## src/hw/rtl/chfr_pkg.sv

```systemverilog
// Shared types and constants for the compass heading pipeline.
package chfr_pkg;

  // CORDIC angle accumulator: Q24 radians, signed, covers -pi/2 .. 2*pi
  localparam int ANGLE_W        = 28;
  localparam int ANGLE_TABLE_LEN = 24;
  localparam int FRAC_DROP      = 11;

  localparam logic signed [ANGLE_W-1:0] PI_Q24     = 28'sd52707179;
  localparam logic signed [ANGLE_W-1:0] TWO_PI_Q24 = 28'sd105414357;
  localparam logic signed [ANGLE_W-1:0] ROUND_HALF = 28'sd1024;

  localparam int HEADING_W = 16;
  localparam int H_FULL_W  = ANGLE_W - FRAC_DROP;
  localparam logic [H_FULL_W-1:0] HEADING_FULL_TURN = 17'd51472;

  localparam int CFG_INDEX_W = 2;

  typedef enum logic [CFG_INDEX_W-1:0] {
    REG_OFFSET_X = 2'd0,
    REG_OFFSET_Z = 2'd1,
    REG_SCALE_X  = 2'd2,
    REG_SCALE_Z  = 2'd3
  } cfg_reg_t;

  // control bits that ride along with each pipeline beat
  typedef struct packed {
    logic valid;
    logic zero;
  } ctl_t;

  // round(atan(2^-i) * 2^24)
  function automatic logic signed [ANGLE_W-1:0] atan_q24(input int i);
    logic signed [ANGLE_W-1:0] a;
    unique case (i)
      0:       a = 28'sd13176795;
      1:       a = 28'sd7778716;
      2:       a = 28'sd4110060;
      3:       a = 28'sd2086331;
      4:       a = 28'sd1047214;
      5:       a = 28'sd524117;
      6:       a = 28'sd262123;
      7:       a = 28'sd131069;
      8:       a = 28'sd65536;
      9:       a = 28'sd32768;
      10:      a = 28'sd16384;
      11:      a = 28'sd8192;
      12:      a = 28'sd4096;
      13:      a = 28'sd2048;
      14:      a = 28'sd1024;
      15:      a = 28'sd512;
      16:      a = 28'sd256;
      17:      a = 28'sd128;
      18:      a = 28'sd64;
      19:      a = 28'sd32;
      20:      a = 28'sd16;
      21:      a = 28'sd8;
      22:      a = 28'sd4;
      23:      a = 28'sd2;
      default: a = 28'sd0;
    endcase
    return a;
  endfunction

endpackage

```

## src/hw/rtl/chfr_cordic_stage.sv

```systemverilog
// One registered CORDIC vectoring micro-rotation.
module chfr_cordic_stage
  import chfr_pkg::*;
#(
  parameter int W     = 36,
  parameter int SHIFT = 0
) (
  input  logic                      clk,
  input  logic                      rst,
  input  ctl_t                      ctl_in,
  input  logic signed [W-1:0]       x_in,
  input  logic signed [W-1:0]       y_in,
  input  logic signed [ANGLE_W-1:0] angle_in,
  output ctl_t                      ctl_out,
  output logic signed [W-1:0]       x_out,
  output logic signed [W-1:0]       y_out,
  output logic signed [ANGLE_W-1:0] angle_out
);

  localparam logic signed [ANGLE_W-1:0] STEP_ANGLE = atan_q24(SHIFT);

  logic signed [W-1:0]       xs;
  logic signed [W-1:0]       ys;
  logic signed [W-1:0]       x_next;
  logic signed [W-1:0]       y_next;
  logic signed [ANGLE_W-1:0] angle_next;

  always_comb begin
    xs = x_in >>> SHIFT;
    ys = y_in >>> SHIFT;
    if (!y_in[W-1]) begin
      x_next     = x_in + ys;
      y_next     = y_in - xs;
      angle_next = angle_in + STEP_ANGLE;
    end else begin
      x_next     = x_in - ys;
      y_next     = y_in + xs;
      angle_next = angle_in - STEP_ANGLE;
    end
  end

  always_ff @(posedge clk) begin
    if (rst) begin
      ctl_out <= '0;
    end else begin
      ctl_out <= ctl_in;
    end
  end

  always_ff @(posedge clk) begin
    x_out     <= x_next;
    y_out     <= y_next;
    angle_out <= angle_next;
  end

endmodule

```

## config.mk

```make
export PLATFORM = sky130hd
export DESIGN_NAME = chfr_cordic_stage
export DESIGN_NICKNAME = d
export VERILOG_FILES = /design/src/hw/rtl/chfr_pkg.sv /design/src/hw/rtl/chfr_cordic_stage.sv
export SDC_FILE = /design/constraint.sdc
export NUM_CORES = 1
export LEC_CHECK = 0
export BUFFER_PORTS_ARGS = -buffer_cell sky130_fd_sc_hd__buf_2
export CAP_MARGIN = 20
export CORE_MARGIN = 1.5
export CORE_UTILIZATION = 57
export CTS_CLUSTER_DIAMETER = 60
export DETAILED_ROUTE_END_ITERATION = 8
export PLACE_DENSITY = 0.84
export SYNTH_ARGS = -nofsm -noshare
export SYNTH_HDL_FRONTEND = slang
export SYNTH_SLANG_ARGS = --single-unit
export TNS_END_PERCENT = 5
```

## constraint.sdc

```tcl
create_clock -name clk -period 4.4 [get_ports clk]
set_input_delay 0.44 -clock clk [delete_from_list [all_inputs] [get_ports clk]]
set_output_delay 0.44 -clock clk [all_outputs]
set_load 0.05 [all_outputs]
```

==> flow_summary.ini <==
[global_route]
antenna_found_initial = 0
grt_pass1_vias = 9021
grt_pass1_wl_mm = 45.4
grt_max_degree = 66
grt_overflow = 0
grt_usage_pct = 31.9

[clock_network]
clk_path_buf_depth = 2
cts_hold_buf = 0
cts_tree = done
htreeDepth = 3
path_clk_slew_ps = 70
cts_resized = 0
post-cts-setup-buffers = 0
cts_num_sinks = 101
cts_buffers = 9
root_buffer = clkbuf_16

[layout]
num_antenna_cells = 0
area_growth_pct = 13.8
multi_input_area_mm2 = 0.00684
fin_nets = 1629
regArea_mm2 = 0.00202
drive_above_1_share_pct = 18.4
final.fill_count = 1414

[yosys]
avgSynthCellArea_um2 = 7.91
synth_edf_count = 0
synth_area_mm2 = 0.00960
synth_cells = 1214
synth_nets = 1453
ys_warn_count = 0
ys.flop_type = dfxtp_1
synth_async_sr_flop_share_pct = 0
ys_seq_elements = 101
yosysSeqAreaShare_pct = 21.1
synth_cell_type_count = 85

[sta]
setup_violations = 0
fin_crit_sh_pct = 74.7
slew_headroom_pct = 46.2
rsz0062_at_grt = false
max_freq_ghz = 0.304
finalCriticalPeriod_ps = 3290
tns_ps = 0
worst_slack_ps = 1110
slew_viol_final = 0
worst_pin_slew_ps = 797
finalHoldViolCount = 0

[placed_design]
hpwl_mm = 22.8
routabilityCongestion = 0.989
port_buffers = 205
dp_slack_ps = 915

[pwr]
peakVddDrop_mv = 0.238
p_leak_nw = 5.28
p_per_area_mw_per_mm2 = 381

[hold_path]
min_path_type = input pin to register
min_from = rst

[route]
drtPass1Iterations = 6
final_antenna_net_count = 0
via_count = 9746
drt_wl_total_mm = 28.9
first_iter_violations = 1040
drc = 0
vias_per_cell = 6.04
wl_per_cell_um = 17.9

[setup_path]
cp_data_required_time_ps = 4640
cp-end-kind = register
worstPathMaxFanout = 5
start_kind = input pin
critPathArrivalTime_ps = 3520
path_class = input pin to register
crit_path_start = x_in[0]

[floorplan]
ios = 206
design.core.area_mm2 = 0.0165
die-area_mm2 = 0.0176
num_rows = 47
initial_core_util_pct = 58.1
die_w_um = 133
die_h_um = 133

[run_status]
status = completed

[run]
max_cap_violations = 0
## power breakdown
| group | leakage [nW] | internal, mW | switching, mW |
|---|---|---|---|
| Clock | 0.139 | 0.392 | 0.401 |
| Combinational | 4.29 | 0.607 | 1.58 |
| Sequential | 0.852 | 1.13 | 0.0553 |
| Total | 5.28 | 2.13 | 2.03 |
## worst paths after layout
kind | depth (start not counted) | to | slack (ps)
max | 12 | y_out[26] | 1110
min | 2 | ctl_out[0] | 250
## cells in the mapped netlist, types with 21 or more instances
cell,instances,share of area [%]
o21ai_0,87,4.5
xor2_1,24,2.2
inv_1,109,4.3
dfxtp_1,101,21
a21oi_1,140,7.3
a21o_1,37,2.9
xnor2_1,67,6.1
o21bai_1,30,2.3
mux2i_1,21,2.2
ha_1,131,17
nor3_1,23,1.2
nor2_1,90,3.5
nand2_1,65,2.5
## state kept, by name, summed over array words and instances, names as in the netlist
register / count
angle_out: 28
y_out: 36
x_out: 35
ctl_out: 2
## per-layer routing
| layer | vias up | global-route usage [%] | wire length (um) |
|---|---|---|---|
| li1 | 4655 | - | - |
| met1 | 4368 | 42.1 | 11800 |
| met2 | 627 | 52.7 | 13100 |
| met3 | 96 | 4.79 | 2950 |
| met4 | 0 | 12.4 | 975 |
| met5 | - | 0 | 0 |
## cell usage in the layout (no fill, tap or decap), types with 4 or more instances in the layout
cell type,instances
a21o_1,37
inv_1,109
buf_2,204
nor4_1,7
a31oi_1,17
a311oi_1,4
and3_1,4
nand3_1,16
clkinv_1,4
a21oi_1,140
o21bai_1,30
a221oi_1,5
and2_1,6
o31ai_1,7
xor2_1,24
o21ai_0,87
nand4_1,13
buf_4,8
ha_1,131
nor2b_1,18
clkbuf_16,9
o21a_1,8
nor3_1,23
nor2_1,90
o211ai_1,13
xnor2_1,67
a211oi_1,18
mux2i_1,21
dfxtp_1,101
o22ai_1,4
nand2_1,65
or3_1,7
o211a_1,4
nand2b_1,15
a2111oi_0,4
fa_1,4
## per-stage QoR
step | util [%] | instances | total power, mW | area [um2] | hold WS [ps]
floorplan | - | 1214 | 2.84 | 9600 | 497
global placement | 64.4 | 1599 | 3.33 | 10600 | 618
detailed placement | 64.4 | 1599 | 3.35 | 10600 | 624
CTS | 66.1 | 1614 | 4.14 | 10900 | 249
global route | 66.1 | 1614 | 4.33 | 10900 | 257
finish | 66.1 | 1614 | 4.16 | 10900 | 249
## critical path: stages
cell and delay (ps):
buf_2 110, ha_1 220, fa_1 420, nor2b_1 160, o311ai_0 440, a21oi_1 310
a21oi_1 410, o211ai_1 280, and2_1 250, a31oi_1 190, mux2i_1 130, xnor2_1 150
## area by class of cell
class	count	share of cell area, %
clock buffer	9	2.06
clock inverter	6	0.470
inverter	114	3.92
multi-input combinational	952	62.6
sequential	101	18.5
tap	220	2.52
timing repair buffer	212	9.90
## cell families after synthesis
group	Yosys count	share of synthesized area [%]
AOI/OAI and AO/OA	426	28.7
and+or+nand+nor	279	14.1
buffers and inverters	161	7.70
adders and majority gates	135	17.9
DFF	101	21.1
xor gates and xnor gates	91	8.30
muxes	21	2.19
(Power assumes the default switching activity.)
